==> config.mk <==
export PLATFORM = sky130hd
export DESIGN_NAME = length_framed_message_deframer_unit
export DESIGN_NICKNAME = d
export VERILOG_FILES = /design/src/rtl/lfmd_pkg.sv /design/src/rtl/length_framed_message_deframer_unit.sv /design/src/rtl/lfmd_queue.sv /design/src/rtl/lfmd_front.sv /design/src/rtl/lfmd_back.sv
export SDC_FILE = /design/constraint.sdc
export NUM_CORES = 1
export LEC_CHECK = 0
export BUFFER_PORTS_ARGS = -buffer_cell sky130_fd_sc_hd__buf_2
export CORE_MARGIN = 4
export CORE_UTILIZATION = 58
export CTS_CLUSTER_DIAMETER = 50
export DETAILED_ROUTE_END_ITERATION = 6
export MAX_ROUTING_LAYER = met4
export PLACE_DENSITY = 0.73
export SLEW_MARGIN = 30
export SYNTH_ARGS = -nofsm -noshare
export SYNTH_HDL_FRONTEND = slang
export SYNTH_SLANG_ARGS = --single-unit
export TNS_END_PERCENT = 50
==> constraint.sdc <==
create_clock -name clk -period 18.6 [get_ports clk]
set_input_delay 0.93 -clock clk [delete_from_list [all_inputs] [get_ports clk]]
set_output_delay 0.93 -clock clk [all_outputs]
set_load 0.01 [all_outputs]
==> src/rtl/lfmd_pkg.sv <==
// ----------------------------------------------------------------------------
// lfmd_pkg: shared types and constants of the length-framed message deframer
// Result kinds, configuration register indexes and the command metadata
// that travels from the front end through the queue to the back end.
// ----------------------------------------------------------------------------
package lfmd_pkg;

	localparam int unsigned HEADER_BYTES_DEF = 16;
	localparam logic [15:0] DEFAULT_VERSION  = 16'd10;
	localparam int unsigned CFG_DATA_W       = 16;
	localparam int unsigned CFG_INDEX_W      = 3;
	localparam int unsigned MAX_VERSIONS     = 4;
	localparam int unsigned QUEUE_DEPTH      = 2;

	typedef enum logic [1:0] {
		KIND_MSG    = 2'd0,
		KIND_BADVER = 2'd1,
		KIND_SHORT  = 2'd2
	} kind_t;

	typedef enum logic [CFG_INDEX_W-1:0] {
		CFG_COUNT = 3'd0,
		CFG_VER_A = 3'd1,
		CFG_VER_B = 3'd2,
		CFG_VER_C = 3'd3,
		CFG_VER_D = 3'd4
	} cfg_index_t;

	// One request for the back end: a single result, or a whole header burst.
	typedef struct packed {
		kind_t       kind;
		logic        hdr;
		logic        first;
		logic        last;
		logic [31:0] idx;
	} cmd_meta_t;

	localparam int unsigned META_W = $bits(cmd_meta_t);

endpackage

==> src/rtl/length_framed_message_deframer_unit.sv <==
// ----------------------------------------------------------------------------
// length_framed_message_deframer_unit: byte-stream message deframer
// Finds length-framed messages with a version check and byte resync.
// ----------------------------------------------------------------------------
// Path: the first result of a byte is written into the queue, then loaded
//   into the back-end registers, from which it shows.
// Throughput: one byte per cycle while the two-entry request queue has room;
//   a full header plays out as HEADER_BYTES results, one per cycle while pop
//   is held, so the output side sets the pace when headers come back to back.
// Reset: asynchronous; clears window fill, body state, message count, the
//   version registers and the queue. Header window bytes are not cleared.
// ----------------------------------------------------------------------------
module length_framed_message_deframer_unit #(
	parameter int unsigned HEADER_BYTES = lfmd_pkg::HEADER_BYTES_DEF
) (
	input  logic                             clk,
	input  logic                             arst_n,
	// byte input side
	input  logic                             push,
	output logic                             full,
	input  logic [7:0]                       in_byte,
	// result side
	output logic                             empty,
	input  logic                             pop,
	output logic [1:0]                       kind,
	output logic [7:0]                       out_byte,
	output logic                             msg_first,
	output logic                             msg_last,
	output logic [31:0]                      msg_index,
	output logic                             run_last,
	// configuration writes
	input  logic                             cfg_we,
	input  logic [lfmd_pkg::CFG_INDEX_W-1:0] cfg_index,
	input  logic [lfmd_pkg::CFG_DATA_W-1:0]  cfg_wdata
);
	import lfmd_pkg::*;

	localparam int unsigned WIN_W = HEADER_BYTES * 8;
	localparam int unsigned REQ_W = META_W + WIN_W;

	// front -> queue request
	logic             take;
	logic             fq_push;
	cmd_meta_t        fq_meta;
	logic [WIN_W-1:0] fq_win;

	// queue -> back request
	logic             qb_valid;
	logic             qb_pop;
	logic [REQ_W-1:0] qb_data;
	cmd_meta_t        qb_meta;
	logic [WIN_W-1:0] qb_win;

	// every accepted byte waits for a queue slot, whether or not it makes results
	assign take = push && !full;

	lfmd_front #(
		.HEADER_BYTES(HEADER_BYTES)
	) u_front (
		.clk      (clk),
		.arst_n   (arst_n),
		.take     (take),
		.in_byte  (in_byte),
		.cfg_we   (cfg_we),
		.cfg_index(cfg_index),
		.cfg_wdata(cfg_wdata),
		.q_push   (fq_push),
		.q_meta   (fq_meta),
		.q_win    (fq_win)
	);

	lfmd_queue #(
		.WIDTH(REQ_W),
		.DEPTH(QUEUE_DEPTH)
	) u_queue (
		.clk     (clk),
		.arst_n  (arst_n),
		.wr_en   (fq_push),
		.wr_data ({fq_meta, fq_win}),
		.rd_en   (qb_pop),
		.rd_data (qb_data),
		.rd_valid(qb_valid),
		.full    (full)
	);

	assign qb_meta = qb_data[REQ_W-1:WIN_W];
	assign qb_win  = qb_data[WIN_W-1:0];

	lfmd_back #(
		.HEADER_BYTES(HEADER_BYTES)
	) u_back (
		.clk      (clk),
		.arst_n   (arst_n),
		.q_valid  (qb_valid),
		.q_meta   (qb_meta),
		.q_win    (qb_win),
		.q_pop    (qb_pop),
		.pop      (pop),
		.empty    (empty),
		.kind     (kind),
		.out_byte (out_byte),
		.msg_first(msg_first),
		.msg_last (msg_last),
		.msg_index(msg_index),
		.run_last (run_last)
	);

	// only message bytes open a message
	assert property (@(posedge clk) disable iff (!arst_n)
		!empty && msg_first |-> (kind == KIND_MSG))
		else $error("deframer: first flag on a drop result");

	// drops are single results, never part of a message
	assert property (@(posedge clk) disable iff (!arst_n)
		!empty && (kind != KIND_MSG) |-> (run_last && !msg_last))
		else $error("deframer: drop result not a lone result");

	// a header burst plays out without gaps
	assert property (@(posedge clk) disable iff (!arst_n)
		!empty && pop && !run_last |=> !empty)
		else $error("deframer: gap inside a header burst");

endmodule

==> src/rtl/lfmd_queue.sv <==
// ----------------------------------------------------------------------------
// lfmd_queue: short request queue between front end and back end
// Register-based FIFO; lets the front keep accepting bytes while a header
// burst drains on the output side.
// ----------------------------------------------------------------------------
module lfmd_queue #(
	parameter int unsigned WIDTH = 8,
	parameter int unsigned DEPTH = lfmd_pkg::QUEUE_DEPTH
) (
	input  logic             clk,
	input  logic             arst_n,
	input  logic             wr_en,
	input  logic [WIDTH-1:0] wr_data,
	input  logic             rd_en,
	output logic [WIDTH-1:0] rd_data,
	output logic             rd_valid,
	output logic             full
);
	import lfmd_pkg::*;

	localparam int unsigned PTR_W = (DEPTH > 1) ? $clog2(DEPTH) : 1;
	localparam int unsigned CNT_W = $clog2(DEPTH + 1);

	logic [WIDTH-1:0] slot_q [DEPTH];
	logic [PTR_W-1:0] wr_ptr_q;
	logic [PTR_W-1:0] rd_ptr_q;
	logic [CNT_W-1:0] count_q;

	assign rd_valid = (count_q != '0);
	assign full     = (count_q == CNT_W'(DEPTH));
	assign rd_data  = slot_q[rd_ptr_q];

	always_ff @(posedge clk or negedge arst_n) begin
		if (!arst_n) begin
			wr_ptr_q <= '0;
			rd_ptr_q <= '0;
			count_q  <= '0;
		end else begin
			if (wr_en) begin
				wr_ptr_q <= (wr_ptr_q == PTR_W'(DEPTH - 1)) ? '0 : wr_ptr_q + 1'b1;
			end
			if (rd_en) begin
				rd_ptr_q <= (rd_ptr_q == PTR_W'(DEPTH - 1)) ? '0 : rd_ptr_q + 1'b1;
			end
			if (wr_en && !rd_en) begin
				count_q <= count_q + 1'b1;
			end else if (!wr_en && rd_en) begin
				count_q <= count_q - 1'b1;
			end
		end
	end

	always_ff @(posedge clk) begin
		if (wr_en) begin
			slot_q[wr_ptr_q] <= wr_data;
		end
	end

	assert property (@(posedge clk) disable iff (!arst_n)
		count_q <= CNT_W'(DEPTH))
		else $error("lfmd_queue: occupancy above depth");

endmodule

==> src/rtl/lfmd_front.sv <==
// ----------------------------------------------------------------------------
// lfmd_front: byte intake, header window and message classification
// Shifts bytes into the header window, judges a full window against the
// accepted versions and the length rule, tracks body bytes and message count.
// ----------------------------------------------------------------------------
module lfmd_front #(
	parameter int unsigned HEADER_BYTES = lfmd_pkg::HEADER_BYTES_DEF
) (
	input  logic                                clk,
	input  logic                                arst_n,
	input  logic                                take,
	input  logic [7:0]                          in_byte,
	input  logic                                cfg_we,
	input  logic [lfmd_pkg::CFG_INDEX_W-1:0]    cfg_index,
	input  logic [lfmd_pkg::CFG_DATA_W-1:0]     cfg_wdata,
	output logic                                q_push,
	output lfmd_pkg::cmd_meta_t                 q_meta,
	output logic [HEADER_BYTES*8-1:0]           q_win
);
	import lfmd_pkg::*;

	localparam int unsigned WIN_W  = HEADER_BYTES * 8;
	localparam int unsigned FILL_W = $clog2(HEADER_BYTES + 1);

	logic [2:0]        acc_count_q;
	logic [15:0]       acc_ver_q [MAX_VERSIONS];
	logic [WIN_W-1:0]  win_q;
	logic [FILL_W-1:0] fill_q;
	logic              in_body_q;
	logic [15:0]       remain_q;
	logic [31:0]       count_q;

	logic [WIN_W-1:0]  win_next;
	logic [FILL_W-1:0] fill_inc;
	logic              win_full;
	logic [15:0]       version;
	logic [15:0]       length;
	logic [15:0]       body_len;
	logic              ver_ok;
	logic              len_short;

	// configuration registers
	always_ff @(posedge clk or negedge arst_n) begin
		if (!arst_n) begin
			acc_count_q <= '0;
			for (int i = 0; i < MAX_VERSIONS; i++) begin
				acc_ver_q[i] <= '0;
			end
		end else if (cfg_we) begin
			case (cfg_index)
				CFG_COUNT: acc_count_q  <= cfg_wdata[2:0];
				CFG_VER_A: acc_ver_q[0] <= cfg_wdata;
				CFG_VER_B: acc_ver_q[1] <= cfg_wdata;
				CFG_VER_C: acc_ver_q[2] <= cfg_wdata;
				CFG_VER_D: acc_ver_q[3] <= cfg_wdata;
				default: ;
			endcase
		end
	end

	// new byte enters at the top; byte 0 of the window is the oldest
	assign win_next  = {in_byte, win_q[WIN_W-1:8]};
	assign fill_inc  = fill_q + 1'b1;
	assign win_full  = (fill_inc == FILL_W'(HEADER_BYTES));
	assign version   = {win_next[7:0], win_next[15:8]};
	assign length    = {win_next[23:16], win_next[31:24]};
	assign body_len  = length - 16'(HEADER_BYTES);
	assign len_short = (length < 16'(HEADER_BYTES));

	// counts of five to seven behave as four
	always_comb begin
		ver_ok = 1'b0;
		if (acc_count_q == 3'd0) begin
			ver_ok = (version == DEFAULT_VERSION);
		end else begin
			for (int i = 0; i < MAX_VERSIONS; i++) begin
				if (acc_count_q > 3'(i) && acc_ver_q[i] == version) begin
					ver_ok = 1'b1;
				end
			end
		end
	end

	always_comb begin
		q_push       = 1'b0;
		q_meta.kind  = KIND_MSG;
		q_meta.hdr   = 1'b0;
		q_meta.first = 1'b0;
		q_meta.last  = 1'b0;
		q_meta.idx   = count_q;
		q_win        = {{(WIN_W-8){1'b0}}, in_byte};
		if (take) begin
			if (in_body_q) begin
				q_push      = 1'b1;
				q_meta.last = (remain_q <= 16'd1);
			end else if (win_full) begin
				q_push = 1'b1;
				q_win  = {{(WIN_W-8){1'b0}}, win_next[7:0]};
				if (!ver_ok) begin
					q_meta.kind = KIND_BADVER;
				end else if (len_short) begin
					q_meta.kind = KIND_SHORT;
				end else begin
					q_meta.hdr   = 1'b1;
					q_meta.first = 1'b1;
					q_meta.last  = (body_len == 16'd0);
					q_meta.idx   = count_q + 32'd1;
					q_win        = win_next;
				end
			end
		end
	end

	always_ff @(posedge clk or negedge arst_n) begin
		if (!arst_n) begin
			fill_q    <= '0;
			in_body_q <= 1'b0;
			remain_q  <= '0;
			count_q   <= '0;
		end else if (take) begin
			if (in_body_q) begin
				remain_q <= remain_q - 16'd1;
				if (remain_q == 16'd1) begin
					in_body_q <= 1'b0;
				end
			end else if (!win_full) begin
				fill_q <= fill_inc;
			end else if (!ver_ok) begin
				fill_q <= FILL_W'(HEADER_BYTES - 1);
			end else if (len_short) begin
				fill_q <= '0;
			end else begin
				fill_q    <= '0;
				count_q   <= count_q + 32'd1;
				remain_q  <= body_len;
				in_body_q <= (body_len != 16'd0);
			end
		end
	end

	// window contents need no reset
	always_ff @(posedge clk) begin
		if (take && !in_body_q) begin
			win_q <= win_next;
		end
	end

	assert property (@(posedge clk) disable iff (!arst_n)
		in_body_q |-> (remain_q != 16'd0))
		else $error("lfmd_front: in body with nothing left");

endmodule

==> src/rtl/lfmd_back.sv <==
// ----------------------------------------------------------------------------
// lfmd_back: result sequencer
// Takes requests from the queue and presents results; a header request is
// played out one byte per pop from a shifting copy of the window.
// ----------------------------------------------------------------------------
module lfmd_back #(
	parameter int unsigned HEADER_BYTES = lfmd_pkg::HEADER_BYTES_DEF
) (
	input  logic                        clk,
	input  logic                        arst_n,
	input  logic                        q_valid,
	input  lfmd_pkg::cmd_meta_t         q_meta,
	input  logic [HEADER_BYTES*8-1:0]   q_win,
	output logic                        q_pop,
	input  logic                        pop,
	output logic                        empty,
	output logic [1:0]                  kind,
	output logic [7:0]                  out_byte,
	output logic                        msg_first,
	output logic                        msg_last,
	output logic [31:0]                 msg_index,
	output logic                        run_last
);
	import lfmd_pkg::*;

	localparam int unsigned WIN_W = HEADER_BYTES * 8;
	localparam int unsigned CNT_W = $clog2(HEADER_BYTES);

	logic             valid_q;
	cmd_meta_t        meta_q;
	logic [WIN_W-1:0] win_q;
	logic [CNT_W-1:0] cnt_q;
	logic             at_end;
	logic             take_out;

	assign at_end   = !meta_q.hdr || (cnt_q == CNT_W'(HEADER_BYTES - 1));
	assign take_out = pop && valid_q;
	assign q_pop    = q_valid && (!valid_q || (take_out && at_end));

	assign empty     = !valid_q;
	assign kind      = meta_q.kind;
	assign out_byte  = win_q[7:0];
	assign msg_first = meta_q.hdr && (cnt_q == '0);
	assign msg_last  = meta_q.last && at_end;
	assign msg_index = meta_q.idx;
	assign run_last  = at_end;

	always_ff @(posedge clk or negedge arst_n) begin
		if (!arst_n) begin
			valid_q <= 1'b0;
			cnt_q   <= '0;
		end else if (q_pop) begin
			valid_q <= 1'b1;
			cnt_q   <= '0;
		end else if (take_out) begin
			if (at_end) begin
				valid_q <= 1'b0;
			end else begin
				cnt_q <= cnt_q + 1'b1;
			end
		end
	end

	always_ff @(posedge clk) begin
		if (q_pop) begin
			meta_q <= q_meta;
			win_q  <= q_win;
		end else if (take_out && !at_end) begin
			win_q <= {8'h00, win_q[WIN_W-1:8]};
		end
	end

	assert property (@(posedge clk) disable iff (!arst_n)
		valid_q && !meta_q.hdr |-> (cnt_q == '0))
		else $error("lfmd_back: burst count on a single result");

endmodule

Word level (Yosys, flattened, before mapping) --
Memory sizes are Yosys's and may differ from the RTL's. Index checks and enable logic that the tools add are counted.
Word-level totals: output and inout port bits 47, bits in writable memories 330, memories kept 1, word-level logic and storage cells 145, input bits 32, flip-flop bits (word level) 422
Memory list:
- u_queue.slot_q | depth 2, bits a word 165, rd ports 1, clocked after memory_dff 0, wr ports 1, RTL line lfmd_queue.sv:24 | logic [WIDTH-1:0] slot_q [DEPTH];
Operators by class: add/subtract/negate cells 9, order comparisons 6, reductions and logical operators 45, muxes and demuxes 47, equality and inequality tests 15, bitwise operators 2
Operator list (number):
- 2-to-1 mux 128 bit | 7
- 2-to-1 mux 37 bit | 2
- 2-to-1 mux 35 bit | 2
- == test 16 bit | 4
- 2-to-1 mux 16 bit | 4
- adder 32 x 1 -> 32 bit, second input constant | 1
- 2-to-1 mux 32 bit | 1
- 2-to-1 mux 1 bit | 21
- 2-to-1 mux 4 bit | 5
- == test 16 x 1 -> 1 bit, second input constant | 1
- == test 16 x 4 -> 1 bit, second input constant | 1
- less-or-equal comparator 16 x 1 -> 1 bit, second input constant | 1
- zero test 16 bit | 1
- < comparator 16 x 5 -> 1 bit, second input constant | 1
- AND reduction 2 bit | 8
- nonzero test 16 bit | 1
- subtractor 16 x 1 -> 16 bit, second input constant | 1
- subtractor 16 x 5 -> 16 bit, second input constant | 1
- logical AND 1 bit | 14
- nonzero test 2 bit | 7
- 2-to-1 mux 2 bit | 4
- zero test 1 bit | 7
- == test 3 x 2 -> 1 bit, second input constant | 2
- greater-than comparator 3 x 1 -> 1 bit, second input constant | 2
- 20 further kinds | 25

Depth between registers and ports, before layout --
Gate-level depths: netlist of the first run.
word-level depth 11, depth in mapped cells 12

Modules after synthesis --
From an unflattened synthesis of the first run, not the netlist that was laid out.
Unflattened totals: cell total of the unflattened synthesis 1825, area, all modules 31167.4 um^2
By module, submodules not included:
- lfmd_queue | sequential area each 10009.6 um^2, times used 1, cells each 529, area each 12139.1 um^2
- lfmd_front | sequential area each 6631.4 um^2, times used 1, cells each 912, area each 11559.8 um^2
- lfmd_back | sequential area each 5049.8 um^2, times used 1, cells each 383, area each 7454.6 um^2
- length_framed_message_deframer_unit | sequential area each 0.0 um^2, times used 1, cells each 1, area each 13.8 um^2

Worst setup path after synthesis of the first run --
OpenSTA, ideal clock, no wires.
path kind input-to-reg, start point input pop, end point register u_back.win_q[0], enable pin, setup time 792 ps, cell stages on the path 2, required time 17808 ps, slack 7873 ps, data arrival time 9935 ps, path buffers 0, cells stage by stage nand2_1 -> o21ai_0
On the way: longest elaborated chain between the ends 5, elaborated cells on any way between the ends 6
Ends and longest elaborated chain:
- from (decl) | RTL line length_framed_message_deframer_unit.sv:24 | input logic pop,
- logical AND 1 bit * | RTL line lfmd_back.sv:37 | assign take_out = pop && valid_q;
- logical AND 1 bit | RTL line lfmd_back.sv:38 | assign q_pop = q_valid && (!valid_q || (take_out && at_end));
- logical OR 1 bit | RTL line lfmd_back.sv:38
- logical AND 1 bit | RTL line lfmd_back.sv:38
- nonzero test 2 bit (no line) *
- to (signal assigned) | RTL line lfmd_back.sv:67 | win_q <= q_win;
- to (signal assigned) | RTL line lfmd_back.sv:69 | win_q <= {8'h00, win_q[WIN_W-1:8]};
- to (decl) | RTL line lfmd_back.sv:31 | logic [WIN_W-1:0] win_q;
Every way passes the cells marked *; elsewhere a longest branch is shown, timed or not. A chain may end at the register's enable or synchronous reset.

Worst setup path in the final report of the first run --
start point register u_front.fill_q[0], end point memory u_queue.slot_q[0][98] (netlist name), enable pin
On the way: longest elaborated chain between the ends 7
Ends and longest elaborated chain:
- from (decl) | RTL line lfmd_front.sv:28 | logic [FILL_W-1:0] fill_q;
- from (signal assigned) | RTL line lfmd_front.sv:127 | fill_q <= fill_inc;
- from (signal assigned) | RTL line lfmd_front.sv:129 | fill_q <= FILL_W'(HEADER_BYTES - 1);
- adder 5 x 1 -> 5 bit | RTL line lfmd_front.sv:63 | assign fill_inc = fill_q + 1'b1;
- == test 5 bit | RTL line lfmd_front.sv:64 | assign win_full = (fill_inc == FILL_W'(HEADER_BYTES));
- 2-to-1 mux 1 bit | RTL line lfmd_front.sv:96 | end else if (win_full) begin
- 2-to-1 mux 1 bit | RTL line lfmd_front.sv:93 | if (in_body_q) begin
- 2-to-1 mux 1 bit | RTL line lfmd_front.sv:92 | if (take) begin
- 2-to-1 mux 1 bit | RTL line lfmd_queue.sv:54 | if (wr_en) begin
- 2-to-1 mux 1 bit (implied by the code) | RTL line lfmd_queue.sv:55 | slot_q[wr_ptr_q] <= wr_data;
- to (decl) | RTL line lfmd_queue.sv:24
Every way passes these cells.

==> reports/qor.csv, run 1 <==
metric;value;unit
actual slew at the worst max-slew pin;1.020;ns
status;completed;
Worst EP arrival;4.77;ns
R2R Path Start;u_front.fill_q[0]$_DFFE_PN0P_;
synth top area cells;edfxtp_1, dfrtp_1, mux2i_1;
Die X;235.8;um
number of synthesized flops with an enable pin;612;
Routed Antenna Nets;0;
TritonCTS clock tree;built;
Synth Instances;1977;
Resized Gates After CTS;0;
total core area;51300;sq um
wire length per cell;20.19;um
max-slew violation count;0;
Metal-1 WL;24710;um
post-synthesis average cell area;15.23;sq um
most common cell after layout, fill and taps aside;edfxtp_1;
DP Cell Count;2613;
Routed WL;55550;um
WP data required;18.81;ns
critical path class;register to register;
CTS HTree Levels;3;
Max VDD drop;91.81;uV
Worst slew margin;31.98;%
flop2flop setup slack;14.04;ns
total CTS buffers;75;
global-route wire length before repair;88170;um
die area;55610;sq um
setup TNS;0;ns
Power Density;147.5;nW/um^2
Final setup viols;0;
Die H;235.8;um
RSZ-0062 raised after global routing;false;
Final Skew;0.02246;ns
GPL Wtd Cong;0.8513;
post-synthesis sequential area ratio;71.86;%
crit path time final;4.565;ns
Synth top area share;61.05;%
NumNets Final;2053;
Cell variety after synth;60;
most frequent cells in the layout;edfxtp_1, nor2_1, mux2i_1;
Synth Flop Type;edfxtp_1;
final hold violations;0;
postcts setup bufs;0;
worst hold path type;primary input to asynchronous set/reset pin;
Final period util;24.54;%
async set-reset flop share out of synthesis;17.52;%
Hold Buf Count CTS;0;
gr usage total;20.58;%
Synthesis Warnings;0;
area leader, netlist;edfxtp_1;
total power;4.890;mW
RR Endpoint;u_queue.slot_q[0][98]$_DFFE_PP_;
I/O Buffers;78;
starting density of the core;58.68;%
total gr overflow;0;
Worst setup SP type;register;
Max-Cap Viols;0;
worst skew pair latency;0.59;ns
largest net degree at the start of global routing;139;
wire length on met3;2714;um
wire length on met2;26950;um
clock buffer depth;3;
syn nets;2019;
initial antenna violation count;3;
Worst-path clk slew;0.06;ns
Post-DP HPWL;32650;um
Pre-antenna DRT Iters;4;
crit path max fanout;55;
Via density;5.654;
fmax;219.1;MHz
number of remaining DRC errors;0;
Netlist Area Pre-Place;30100;sq um
Crit. End Element;register;
Static Leak;12.60;nW
top sig layer;met4;
layout cells sized above 1;16.62;%
Register-to-Register Path Depth;8;
I/O pins;79;
Yosys reg bits;742;
Std-Cell Rows;83;
Clock Sinks;742;
DR vias;15560;
Non-Filler Instances;2752;
Layout area overhead;10.15;%
First DRT Iteration DRCs;1071;
clock tree root buffer cell;clkbuf_16;
vias in the first global route;16060;
[per-stage QoR]
step | util [%] | instance area [sq um] | hold WS, ns | worst slack [ns]
global placement | 59.93 | 30750 | 0.4240 | 13.78
floorplan | - | 30100 | 0.4174 | 7.873
finish | 64.64 | 33160 | 0.4233 | 14.04
detailed placement | 59.97 | 30770 | 0.4254 | 13.92
CTS | 64.54 | 33110 | 0.4286 | 13.90
global route | 64.64 | 33160 | 0.4409 | 13.63
[cell type report]
| class | count | area (sq um) |
|---|---|---|
| clock inverters | 35 | 226.5 |
| multi-input cells | 1073 | 7654 |
| well taps | 680 | 850.8 |
| inverters | 23 | 96.34 |
| flip-flops and latches | 742 | 21630 |
| clock buffers | 101 | 2120 |
| fillers | 3673 | 18140 |
| diodes | 2 | 5.005 |
| repair buffers | 96 | 573.1 |
[layer usage]
layer | track usage (%) | vias up
met2 | 32.45 | 367
met3 | 3.402 | 79
met1 | 28.24 | 7857
met4 | 5.909 | 0
met5 | - | -
li1 | - | 7258
[cell usage after synthesis (2+ instances only)]
library cell and instances:
a21oi_1 133, a31oi_1 2, and2_1 124, and3_1 11
and4_1 4, buf_1 7, buf_2 16, buf_4 45
buf_6 10, clkbuf_1 61, dfrtp_1 130, edfxtp_1 612
ha_1 10, inv_1 23, mux2_1 2, mux2_2 103
mux2i_1 135, nand2_1 73, nand2b_1 3, nand3_1 26
nand4_1 10, nand4_2 11, nor2_1 162, nor2b_1 3
nor3_1 16, nor3_2 3, nor3b_1 6, nor4_1 22
nor4_2 3, nor4b_1 4, o21ai_0 19, o221a_1 8
o2bb2ai_1 2, o31ai_1 2, or2_2 2, or3_1 4
or4_1 3, xnor2_1 58, xor2_1 88
[sequential cells by signal, summed over array words and instances (netlist names), 2 cells and up]
register,cells
u_queue.count_q,2
u_front.fill_q,5
u_front.win_q,120
u_back.meta_q,2
u_front.remain_q,16
u_queue.slot_q,328
u_front.acc_ver_q,64
u_back.kind,2
u_back.msg_index,32
u_back.cnt_q,4
u_front.acc_count_q,3
u_front.count_q,32
u_back.win_q,128
[worst max-delay path: stages (launching register included)]
cell and delay (ns):
dfrtp_1 0.44, ha_1 0.30, nor4b_1 0.40, a31oi_1 0.13, nor2b_1 0.34, o21ai_0 0.28
nor2_4 0.79, buf_4 0.75, buf_4 0.70
[cells by family (layout without fill, tap and decap cells)]
logic type,count (synthesis),count (layout),synth area share (%)
compound gates,179,179,3.417
xor+xnor,146,146,4.248
fa+ha+maj,10,10,0.4156
buf+inv,162,255,2.897
flops,742,742,71.86
mux,240,240,8.417
other cells,0,2,0
simple gates,498,498,8.749
[worst max-delay path by stage]
| stage | startpoint | endpoint | slack, ns |
|---|---|---|---|
| after floorplan | pop | u_back.win_q[0]$_DFFE_PP_ | 7.87 |
| after global placement | push | u_queue.slot_q[1][72]$_DFFE_PP_ | 13.78 |
| after detailed placement | push | u_queue.slot_q[0][72]$_DFFE_PP_ | 13.92 |
| after CTS | u_front.fill_q[0]$_DFFE_PN0P_ | u_queue.slot_q[0][81]$_DFFE_PP_ | 13.90 |
| after global routing | u_front.fill_q[0]$_DFFE_PN0P_ | u_queue.slot_q[0][80]$_DFFE_PP_ | 13.63 |
| final | u_front.fill_q[0]$_DFFE_PN0P_ | u_queue.slot_q[0][98]$_DFFE_PP_ | 14.04 |
[power by group]
part           internal (mW)  switching (mW)  leakage, nW
clock                  0.828           0.597         1.14
combinational          0.358           0.600         3.79
sequential              2.29           0.216         7.67
total                   3.48            1.41         12.6
(Power assumes the default switching activity.)
==> run 2: changes to the inputs <==
--- a/config.mk
+++ b/config.mk
@@ -7,11 +7,11 @@
 export LEC_CHECK = 0
 export BUFFER_PORTS_ARGS = -buffer_cell sky130_fd_sc_hd__buf_2
 export CORE_MARGIN = 4
-export CORE_UTILIZATION = 58
+export CORE_UTILIZATION = 56
 export CTS_CLUSTER_DIAMETER = 50
 export DETAILED_ROUTE_END_ITERATION = 6
 export MAX_ROUTING_LAYER = met4
-export PLACE_DENSITY = 0.73
+export PLACE_DENSITY = 0.74
 export SLEW_MARGIN = 30
 export SYNTH_ARGS = -nofsm -noshare
 export SYNTH_HDL_FRONTEND = slang
==> constraint.sdc (replaced) <==
create_clock -name clk -period 4.1 [get_ports clk]
set_input_delay 0.205 -clock clk [delete_from_list [all_inputs] [get_ports clk]]
set_output_delay 0.205 -clock clk [all_outputs]
set_load 0.01 [all_outputs]
==> run 2 against run 1 <==
Against the previous run: critical path type unchanged; sequential power grew to 4.5 times the previous value; sequential share of layout area fell by 0.85 points; combinational power grew to 4.6 times the previous value; global-route usage fell by 0.25 points; total power grew to 4.6 times the previous value; core utilization decreased by 1.1 points; flip-flop and latch count stayed put; clock power grew to 4.6 times the previous value; critical path depth is the same; wire length up 1.5%; largest cell class unchanged.
==> reports/qor.csv, run 2 (synthesis gave the netlist of run 1 again) <==
metric;value;unit
worst hold path type;primary input to register;
worst path bufs/invs;2;
Regs by FF count;u_queue.slot_q x328, u_back.win_q x128, u_front.win_q x120;
final hold violations;0;
CTS HTree Levels;3;
TritonCTS clock tree;built;
Max-Cap Viols;0;
total gr overflow;0;
layout cells sized above 1;16.78;%
most frequent cells in the layout;edfxtp_1, nor2_1, mux2i_1;
Final setup viols;0;
critical path class;register to register;
Final period util;79.41;%
status;completed;
delay-heaviest family, CP;simple AND/OR/NAND/NOR gates;
Sequential Area;21630;sq um
vias in the first global route;16020;
Register-to-Register Path Depth;8;
number of remaining DRC errors;0;
clock tree root buffer cell;clkbuf_16;
R2R Path Start;u_front.fill_q[0]$_DFFE_PN0P_;
Die X;239.9;um
area occupied by multi-input gates;7639;sq um
Hold Path Origin;push;
hold depth;4;
max reg flops;328;
Routed Antenna Nets;0;
Clock Sinks;742;
total CTS buffers;76;
Cell Chain, Critical Path;ha_1 -> nor4b_1 -> a31oi_1 -> nor2b_2 -> o21ai_1 -> inv_1 -> and2_4 -> buf_4;
most common cell after layout, fill and taps aside;edfxtp_1;
PnR worst setup slack;0.8443;ns
total core area;52870;sq um
Max VDD drop;562.6;uV
die area;57530;sq um
Final Skew;0.02512;ns
Crit. End Element;register;
Worst-path clk slew;0.06;ns
Non-Filler Instances;2794;
Power Density;666.4;nW/um^2
global-route wire length before repair;89090;um
Most flops, register;u_queue.slot_q;
initial antenna violation count;2;
GPL Wtd Cong;0.8781;
I/O pins;79;
Die H;239.9;um
I/O Buffers;78;
fmax;307.2;MHz
Layout area overhead;11.60;%
Worst setup SP type;register;
wire length per cell;20.18;um
worst stage delay on the critical path;0.56;ns
setup slack at placement;0.8292;ns
Post-DP HPWL;33190;um
hold path endpoint;u_front.remain_q[15]$_DFFE_PN0P_;
Via density;5.643;
DR vias;15770;
actual slew at the worst max-slew pin;0.9888;ns
worst skew pair latency;0.60;ns
clock buffer depth;3;
Routed WL;56380;um
largest net degree at the start of global routing;129;
Final Core Density;63.55;%
gr usage total;20.33;%
First DRT Iteration DRCs;1272;
flop2flop setup slack;0.84;ns
Slowest cell on crit path;and2_4;
crit path time final;3.256;ns
Std-Cell Rows;84;
crit path max fanout;38;
Pre-antenna DRT Iters;7;
Worst EP arrival;3.52;ns
Worst slew margin;33.89;%
DP Cell Count;2632;
RR Endpoint;u_queue.slot_q[1][40]$_DFFE_PP_;
RSZ-0062 raised after global routing;false;
fillers;3688;
WP data required;4.36;ns
starting density of the core;56.94;%
Resized Gates After CTS;0;
NumNets Final;2090;
total power;22.39;mW
max-slew violation count;0;
Static Leak;12.79;nW
run 2: worst max path at each step:
stage,slack [ns],end,cells after the start,start
3_3_place_gp,0.97,u_queue.slot_q[0][139]$_DFFE_PP_,9,u_queue.count_q[0]$_DFFE_PN0P_
5_1_grt,0.64,u_queue.slot_q[1][40]$_DFFE_PP_,8,u_front.fill_q[0]$_DFFE_PN0P_
4_1_cts,0.83,u_queue.slot_q[1][40]$_DFFE_PP_,8,u_front.fill_q[0]$_DFFE_PN0P_
3_5_place_dp,0.83,u_queue.slot_q[1][62]$_DFFE_PP_,8,u_front.fill_q[0]$_DFFE_PN0P_
2_1_floorplan,-0.29,u_front.remain_q[3]$_DFFE_PN0P_,9,u_queue.count_q[0]$_DFFE_PN0P_
6_report,0.84,u_queue.slot_q[1][40]$_DFFE_PP_,8,u_front.fill_q[0]$_DFFE_PN0P_
run 2: repair_timing:
| action | in CTS | in global routing |
|---|---|---|
| hold buffers | 26 | 0 |
| setup buffers | 0 | 0 |
| hold endpoints to repair | 167 | 0 |
run 2: worst reg2reg max path: stages (launching register included):
cell and delay (ns):
dfrtp_1 0.44, ha_1 0.31, nor4b_1 0.35, a31oi_1 0.15
nor2b_2 0.29, o21ai_1 0.19, inv_1 0.16, and2_4 0.56
buf_4 0.47
run 2: routing by layer:
metal | GRT usage, % | up-vias | wire length (um)
met4 | 6.838 | 0 | 1471
li1 | - | 7313 | -
met2 | 31.05 | 376 | 26960
met5 | - | - | 0
met1 | 28.51 | 7972 | 25010
met3 | 3.177 | 105 | 2933
run 2: final cells by class:
class,instances,share of cell area (%)
inverters,23,0.2868
repair buffers,132,2.991
well taps,688,2.562
clock buffers,102,6.134
clock inverters,32,0.8752
multi-input cells,1073,22.74
flip-flops and latches,742,64.40
diodes,2,0.01490
run 2: stage by stage:
step	setup TNS (ns)	cell area, sq um	hold WS (ns)
final	0	33590	0.1004
after global routing	0	33590	0.09656
after CTS	0	33590	0.06628
after detailed placement	0	30970	0.3733
after global placement	0	30970	0.3790
after floorplan	-44.02	30130	-0.09059
run 2: power by group:
| group | switching, mW | total (mW) | leakage (nW) | internal [mW] |
|---|---|---|---|---|
| Clock | 2.74 | 6.58 | 1.15 | 3.84 |
| Sequential | 0.970 | 11.4 | 7.67 | 10.4 |
| Combinational | 2.75 | 4.44 | 3.97 | 1.70 |
| Total | 6.46 | 22.4 | 12.8 | 15.9 |
==> run 3: changes to the inputs <==
--- a/config.mk
+++ b/config.mk
@@ -7,11 +7,11 @@
 export LEC_CHECK = 0
 export BUFFER_PORTS_ARGS = -buffer_cell sky130_fd_sc_hd__buf_2
 export CORE_MARGIN = 4
-export CORE_UTILIZATION = 56
+export CORE_UTILIZATION = 58
 export CTS_CLUSTER_DIAMETER = 50
 export DETAILED_ROUTE_END_ITERATION = 6
 export MAX_ROUTING_LAYER = met4
-export PLACE_DENSITY = 0.74
+export PLACE_DENSITY = 0.73
 export SLEW_MARGIN = 30
 export SYNTH_ARGS = -nofsm -noshare
 export SYNTH_HDL_FRONTEND = slang
==> constraint.sdc (replaced) <==
create_clock -name clk -period 3.22 [get_ports clk]
set_input_delay 0.161 -clock clk [delete_from_list [all_inputs] [get_ports clk]]
set_output_delay 0.161 -clock clk [all_outputs]
set_load 0.01 [all_outputs]
==> run 3 against run 2 <==
Against the previous run: via count about the same; combinational power grew 37%; die area is 3.3% lower; critical endpoint is now u_queue.slot_q[1][54]$_DFFE_PP_; non-clock buffer count rose by 23; register-to-register slack worse by 0.60 ns; total power is 28% higher.
==> reports/qor.csv, run 3 (synthesis gave the netlist of run 1 again) <==
metric;value;unit
vias in the first global route;16260;
largest net degree at the start of global routing;123;
Worst slew margin;36.36;%
R2R Path Start;u_front.win_q[16]$_DFFE_PP_;
crit path max fanout;113;
Final period util;92.35;%
initial antenna violation count;2;
RR Endpoint;u_queue.slot_q[1][54]$_DFFE_PP_;
Final setup viols;0;
crit path time final;2.974;ns
Die H;235.8;um
wire length per cell;20.95;um
Via density;5.621;
global-route wire length before repair;92050;um
Max-Cap Viols;0;
most frequent cells in the layout;edfxtp_1, nor2_1, mux2i_1;
Most flops, register;u_queue.slot_q;
Regs by FF count;u_queue.slot_q x328, u_back.win_q x128, u_front.win_q x120;
flop2flop setup slack;0.25;ns
critical path class;register to register;
DP Cell Count;2647;
Register-to-Register Path Depth;7;
clock tree root buffer cell;clkbuf_16;
CTS HTree Levels;3;
Non-Filler Instances;2806;
total power;28.71;mW
Worst setup SP type;register;
hold path endpoint;u_front.remain_q[15]$_DFFE_PN0P_;
max-slew violation count;0;
layout cells sized above 1;17.84;%
GPL Wtd Cong;0.8743;
starting density of the core;58.68;%
Die X;235.8;um
Power Density;846.8;nW/um^2
fmax;336.3;MHz
Static Leak;12.92;nW
Pre-antenna DRT Iters;5;
postcts setup bufs;0;
Clock Sinks;742;
max reg flops;328;
clock buffer depth;3;
gr usage total;21.65;%
total gr overflow;0;
worst hold path type;primary input to register;
die area;55610;sq um
I/O Buffers;78;
hold depth;4;
NumNets Final;2110;
WP data required;3.67;ns
Worst EP arrival;3.42;ns
Crit. End Element;register;
final hold violations;0;
Worst-path clk slew;0.06;ns
total CTS buffers;73;
RSZ-0062 raised after global routing;false;
Routed WL;58790;um
DR vias;15770;
worst skew pair latency;0.59;ns
Post-DP HPWL;35030;um
Max VDD drop;538.1;uV
Final Skew;0.01830;ns
I/O pins;79;
actual slew at the worst max-slew pin;0.9515;ns
most common cell after layout, fill and taps aside;edfxtp_1;
number of remaining DRC errors;0;
total core area;51300;sq um
Routed Antenna Nets;0;
First DRT Iteration DRCs;1313;
Hold Path Origin;push;
Std-Cell Rows;83;
Layout area overhead;12.61;%
status;completed;
TritonCTS clock tree;built;
## run 3: changes by cell type in the layout (fill, tap and decap cells not counted), sizes merged
cell and change:
diode -1, clkinvlp +1, buf +23, clkinv +7, clkbuf -6, bufinv -1, inv -3
## run 3: worst max path at each step
stage | startpoint | to | slack (ns) | cells past startpoint
2_1_floorplan | u_front.fill_q[0]$_DFFE_PN0P_ | u_queue.slot_q[0][0]$_DFFE_PP_ | -0.95 | 6
3_3_place_gp | u_front.win_q[16]$_DFFE_PP_ | u_queue.slot_q[0][157]$_DFFE_PP_ | 0.02 | 7
3_5_place_dp | u_front.win_q[16]$_DFFE_PP_ | u_queue.slot_q[0][157]$_DFFE_PP_ | 0.02 | 7
4_1_cts | u_front.win_q[16]$_DFFE_PP_ | u_queue.slot_q[1][157]$_DFFE_PP_ | 0.14 | 7
5_1_grt | u_front.win_q[16]$_DFFE_PP_ | u_queue.slot_q[1][157]$_DFFE_PP_ | 0.04 | 7
6_report | u_front.win_q[16]$_DFFE_PP_ | u_queue.slot_q[1][54]$_DFFE_PP_ | 0.25 | 7
## run 3: power breakdown
part           internal [mW]  switching (mW)
logic                   2.43            3.64
registers               13.2            1.26
clock network           4.69            3.46
## run 3: layout make-up
type,instances,area [sq um]
Sequential cell,742,21630
Inverter,23,97.59
Multi-Input combinational cell,1073,7699
Antenna cell,1,2.502
Clock inverter,36,282.8
Tap cell,680,850.8
Fill cell,3575,17400
Timing Repair Buffer,155,1336
Clock buffer,96,1997
## run 3: stage by stage
step                      util [%]  setup TNS, ns  hold WS (ns)  instance area, sq um  setup slack, ns
after floorplan                  -        -168.15       -0.1346                 30170          -0.9480
after global placement       61.09              0        0.1396                 31340          0.01671
after detailed placement     61.10              0        0.1477                 31340          0.01993
after CTS                    66.06              0      0.009328                 33890           0.1387
after global routing         66.08              0       0.08873                 33900          0.03669
final                        66.08              0       0.03683                 33900           0.2464
## run 3: what timing repair did
action                                 CTS  global route
pin swaps                                0             0
cloned                                   0             0
hold buffers                            26             0
setup endpoints to repair                2             2
endpoints found under the hold margin  193             0
resized for setup                        1             1
## run 3: per-layer routing
| layer | vias up | part of all wire [%] | global-route usage [%] |
|---|---|---|---|
| li1 | 7368 | - | - |
| met1 | 7895 | 45 | 30.52 |
| met2 | 416 | 48 | 33.81 |
| met3 | 93 | 4.9 | 2.958 |
| met4 | 0 | 2.1 | 6.033 |
| met5 | - | 0 | - |
## run 3: critical path, cell delays in order (launching register included)
cell and delay [ns]:
edfxtp_1 0.60, xor2_1 0.27, nor4_1 0.38, nand4_1 0.23, o22ai_4 0.32, o211a_4 0.29, buf_12 0.34, and2_1 0.24
